--- src/design/tlb_page_table_translator_top_defines.svh ---
// ----------------------------------------------------------------------------
// Assertion macros for the translator
// Each macro expands to a labelled concurrent assertion, or to nothing when
// ASSERT_OFF is defined.
// ----------------------------------------------------------------------------
`ifndef TLB_PAGE_TABLE_TRANSLATOR_TOP_DEFINES_SVH
`define TLB_PAGE_TABLE_TRANSLATOR_TOP_DEFINES_SVH
`ifndef ASSERT_OFF
`define ASSERT_IMPL(label, prop) \
  label: assert property (@(posedge clk) disable iff (rst) prop) \
    else $error("assertion failed");
`define ASSERT_NEVER(label, expr) \
  label: assert property (@(posedge clk) disable iff (rst) !(expr)) \
    else $error("forbidden condition");
`else
`define ASSERT_IMPL(label, prop)
`define ASSERT_NEVER(label, expr)
`endif
`endif

--- src/design/tlbpt_pkg.sv ---
// ----------------------------------------------------------------------------
// tlbpt_pkg
// Shared types and constants of the paging translator.
// ----------------------------------------------------------------------------
package tlbpt_pkg;
  localparam int TLB_ENTRIES_DEF = 16;
  localparam int PAGE_COUNT_DEF  = 256;
  localparam int PAGE_BYTES_DEF  = 256;
  localparam int MAX_FRAMES_DEF  = 256;
  localparam int STAMP_BITS_DEF  = 32;
  localparam int ADDR_W          = 16;
  localparam int FC_W            = 9;
  localparam int BYTE_W          = 8;
  localparam int TOT_W           = 32;
  localparam logic [TOT_W-1:0] SAT32 = '1;

  typedef enum logic [3:0] {
    ST_IDLE, ST_PTRD, ST_PTCHK, ST_SCAN, ST_SCANW, ST_EVICT, ST_OWNRD,
    ST_COMMIT, ST_DONE
  } state_t;

  // Frame memory access request from the controller
  typedef struct packed {
    logic              rd;
    logic [BYTE_W-1:0] rd_addr;
    logic              wr;
    logic [BYTE_W-1:0] wr_addr;
    logic [BYTE_W-1:0] wr_owner;
  } frm_req_t;
endpackage

--- src/design/tlbpt_page_table.sv ---
// ----------------------------------------------------------------------------
// tlbpt_page_table
// Page table: frame memory with registered read, valid bits in flops.
// ----------------------------------------------------------------------------
module tlbpt_page_table
  import tlbpt_pkg::*;
#(
  parameter int PAGE_COUNT = PAGE_COUNT_DEF
) (
  input  logic              clk,
  input  logic              rst,
  input  logic              rd,
  input  logic [BYTE_W-1:0] rd_page,
  output logic              rd_valid,
  output logic [BYTE_W-1:0] rd_frame,
  input  logic              wr,
  input  logic [BYTE_W-1:0] wr_page,
  input  logic [BYTE_W-1:0] wr_frame,
  input  logic              inv,
  input  logic [BYTE_W-1:0] inv_page
);
  localparam int PI_W = (PAGE_COUNT > 1) ? $clog2(PAGE_COUNT) : 1;

  logic [BYTE_W-1:0]     frame_mem [PAGE_COUNT];
  logic [PAGE_COUNT-1:0] valid;

  always_ff @(posedge clk) begin
    if (wr) frame_mem[wr_page[PI_W-1:0]] <= wr_frame;
    if (rd) rd_frame <= frame_mem[rd_page[PI_W-1:0]];
  end

  always_ff @(posedge clk) begin
    if (rst) begin
      valid    <= '0;
      rd_valid <= 1'b0;
    end else begin
      if (inv) valid[inv_page[PI_W-1:0]] <= 1'b0;
      if (wr)  valid[wr_page[PI_W-1:0]]  <= 1'b1;
      if (rd)  rd_valid <= valid[rd_page[PI_W-1:0]];
    end
  end
endmodule

--- config.mk ---
export PLATFORM = sky130hd
export DESIGN_NAME = tlbpt_page_table
export DESIGN_NICKNAME = d
export VERILOG_FILES = /design/src/design/tlb_page_table_translator_top_defines.svh /design/src/design/tlbpt_pkg.sv /design/src/design/tlbpt_page_table.sv
export SDC_FILE = /design/constraint.sdc
export NUM_CORES = 2
export LEC_CHECK = 0
export BUFFER_PORTS_ARGS = -buffer_cell sky130_fd_sc_hd__buf_2
export CORE_MARGIN = 5
export CORE_UTILIZATION = 68
export CTS_CLUSTER_SIZE = 20
export DETAILED_ROUTE_END_ITERATION = 6
export HOLD_SLACK_MARGIN = 0.12
export PLACE_DENSITY_LB_ADDON = 0.12
export RECOVER_POWER = 50
export SKIP_CTS_REPAIR_TIMING = 1
export SLEW_MARGIN = 20
export SYNTH_ARGS = -nofsm -noshare
export SYNTH_HDL_FRONTEND = slang
export SYNTH_SLANG_ARGS = --single-unit
--- constraint.sdc ---
create_clock -name clk -period 6.6 [get_ports clk]
set_input_delay 1.32 -clock clk [delete_from_list [all_inputs] [get_ports clk]]
set_output_delay 1.32 -clock clk [all_outputs]
set_load 0.05 [all_outputs]
==> summary.txt <==
Outcome
  • Status: finished, violations left
  • Failing checks: design-rule violations, max-capacitance violations, max-slew violations

Global routing
  • Pin count of the biggest net entering global routing: 156
  • Initial antenna violation count: 28
  • GRT overflow: 0
  • GR Layer Usage met3: 9.72%
  • GRT met2 Usage: 51.8%
  • Total Routing Usage GR: 34.5%
  • First-pass GRT wire length: 348,000 um
  • Gr busiest metal: met2
  • Number of global-route vias before repair: 49.3k
  • GR met1 Demand/Resource: roughly half

Cells and area
  • Fraction of layout cells with a size suffix above 1: 19.2%
  • Final Net Count: 4,902
  • Area Overhead vs Synth: 9.38%
  • Layout fillers: 7,036
  • Multi-input gate area: roughly 0.021 sq mm
  • Final core utilization: 74.9%
  • Register area: 0.0669 sq mm
  • Layout Cells excl Fill: 6,814

Power and ir drop
  • Leakage: 32.6 nW
  • P per Cell Area: around 300 mW/mm^2
  • Peak supply drop: about 0.25 mV

STA
  • Final period util: 82.1%
  • Clk_skew: 0.0341 ns
  • Minimum clock period: 5.42 ns
  • Final setup fails: 0
  • Setup_tns: 0 ns
  • Worst rel slew slack: -248%
  • Final Hold Viols: 0
  • Fin. max-slew vios: 1,305
  • RSZ-0062 raised after global routing: false
  • Worst slew pin tran: 5.21 ns
  • Fmax: 185 MHz

Logic synthesis
  • Syn Nets: ~4.9k
  • Asr flop ratio synth: 0%
  • Area contributors post-synth: edfxtp_1, mux4_2, dfxtp_1, a21oi_1, o21ai_0
  • Sequential cell area fraction in the yosys report: 74.2%
  • Synth cell types: 45
  • Syn Std Cell Area: 0.0901 sq mm
  • Syn Inst Count: 4,845
  • Post-synth EDFFs: 2,056
  • Ys flop type: edfxtp_1
  • Number of synthesized register bits: 2,313
  • Yosys Warn Count: 0
  • Share of the synthesized area in the top cell type: slightly below 70%
  • Avg Inst Size Synth: ~19 sq um
  • Yosys top cell by area: edfxtp_1

Critical path
  • Crit-path max FO: 126
  • R2R depth: 6
  • FF-to-FF setup slack: 3.25 ns
  • Critical path arrival: 5.28 ns
  • Critical path launch point type: primary input
  • CP top delay family: buffers and inverters
  • Crit-path cells: clkdlybuf4s25_1
  • R2r startpoint: frame_mem[121][5]
  • Reg2reg end: rd_frame[5]
  • CP peak stage delay: around 3.6 ns
  • Crit path max-delay cell type: clkdlybuf4s25_1
  • Critical path type: primary input to flip-flop
  • Worst path required time: 6.46 ns
  • Crit path buffers/inverters: 1
  • Critical path endpoint category: flip-flop

Hold path
  • Worst Hold End: valid[164]
  • Worst Hold Class: flip-flop to flip-flop
  • Hold path depth: 2
  • Hold Path Origin: valid[164]

Die
  • Die Span X: ~370 um
  • Die area: ~0.14 sq mm
  • Chip Height: about 370 um
  • CORE AREA: 0.132 sq mm
  • IO Count: 46
  • Starting Density: 68.5%
  • Row count: about 130

CTS
  • CTS tree: done
  • TritonCTS buffer count: 213
  • H-tree depth: 4
  • Clock transition at the registers of the reported paths: 0.06 ns
  • CTS sink cnt: approximately 2.3k
  • Clock Latency Late Sink: 0.84 ns
  • Clk root buf: clkbuf_16
  • Clock buffer depth: 3

Run
  • Max cap viols: 17

Routing
  • DRT Pass-1 Iters: 7
  • WL final: about 240,000 um
  • Vias post-DR: 49.9k
  • Final ANT Viol Nets: 0
  • Vias/cell: 7.33
  • Initial DRC Count: between 9k and 10k
  • Avg WL per Cell: approximately 35 um
  • DRC viols: 4

Placed design
  • DP Wirelength: around 140,000 um
  • Placed cells: 6,405
  • IO buf count: 45
  • GP Congestion: 0.925
[cell type report]
class                   count  area share (%)
flip-flops and latches   2313            67.9
clock inverters           113           0.966
well taps                1755            2.23
repair buffers            122            1.08
multi-input cells        1956            21.0
clock buffers             278            5.80
diodes                     18          0.0457
inverters                 259           0.986
[report_power, final]
part | switching (mW) | leakage [nW] | internal, mW
clock | 5.35 | 3.27 | 6.67
sequential | 0.0265 | 20.6 | 16.0
combinational | 0.964 | 8.76 | 0.470
total | 6.34 | 32.6 | 23.1
[worst max path at each step]
| stage | startpoint | to | cells past startpoint |
|---|---|---|---|
| floorplan | rd_page[1] | rd_frame[0] | 9 |
| detailed placement | rd_page[0] | rd_frame[2] | 8 |
| finish | wr_frame[1] | frame_mem[29][1] | 1 |
| global route | wr_frame[7] | frame_mem[35][7] | 2 |
| CTS | rd_page[0] | rd_frame[5] | 8 |
| global placement | rd_page[0] | rd_frame[2] | 8 |
[stage by stage]
step,hold WS [ns],area (sq um),setup WS (ns),power [mW]
after floorplan,0.451,90100,3.19,17.1
after CTS,0.472,98600,2.16,29.4
after detailed placement,0.466,91900,1.31,17.7
final,0.473,98600,1.18,29.5
after global placement,0.457,91900,1.22,17.7
after global routing,0.492,98500,1.04,30.2
[sequential cells by signal, summed over array words and instances, names as in the netlist]
| name | cells |
|---|---|
| frame_mem | 2048 |
| rd_frame | 8 |
| rd_valid | 1 |
| valid | 256 |
[logic make-up (layout without fill, tap and decap cells)]
group                  Yosys count  in the layout  share of synthesized area [%]
buffers and inverters          576            772                           2.84
AO/OA/AOI/OAI                  920            920                           6.39
multiplexers                   595            595                           14.4
flip-flops                    2313           2313                           74.2
other                            0             18                              0
AND/OR/NAND/NOR                441            441                           2.12
[cells in the mapped netlist, drive strengths merged (3+ instances only)]
cell type  count
a2111oi        3
a211oi         5
a21oi        267
a221oi       128
a22o         128
a22oi         10
a31oi          3
and2          12
and3          13
buf          113
clkbuf       204
dfxtp        257
edfxtp      2056
inv          259
mux2i         33
mux4         562
nand2        297
nand2b        15
nand3         17
nand3b         3
nand4          9
nor2          31
nor2b         21
nor3          13
o21ai        289
o221ai         6
o22ai         72
or2            3
[layer usage]
layer | vias to the layer above | wire, um
li1 | 19600 | -
met1 | 25500 | 86000
met2 | 4033 | 111000
met3 | 710 | 31800
met4 | 16 | 12100
met5 | - | 101
[placed cells by master (no fill, tap or decap), drive strengths merged, types with 5 or more instances in the layout]
cell type and count:
nand2 297, mux2i 33, dfxtp 257, buf 99, o221ai 6, nand3 17, clkbuf 299, nor2b 21
nand2b 15, nor3 13, a211oi 5, and3 13, o21ai 289, inv 267, o22ai 72, bufinv 15
edfxtp 2056, and2 12, a21oi 267, nor2 31, a22o 128, mux4 562, a221oi 128, a22oi 10
nand4 9, diode 18, clkinv 88
(Power assumes the default switching activity.)
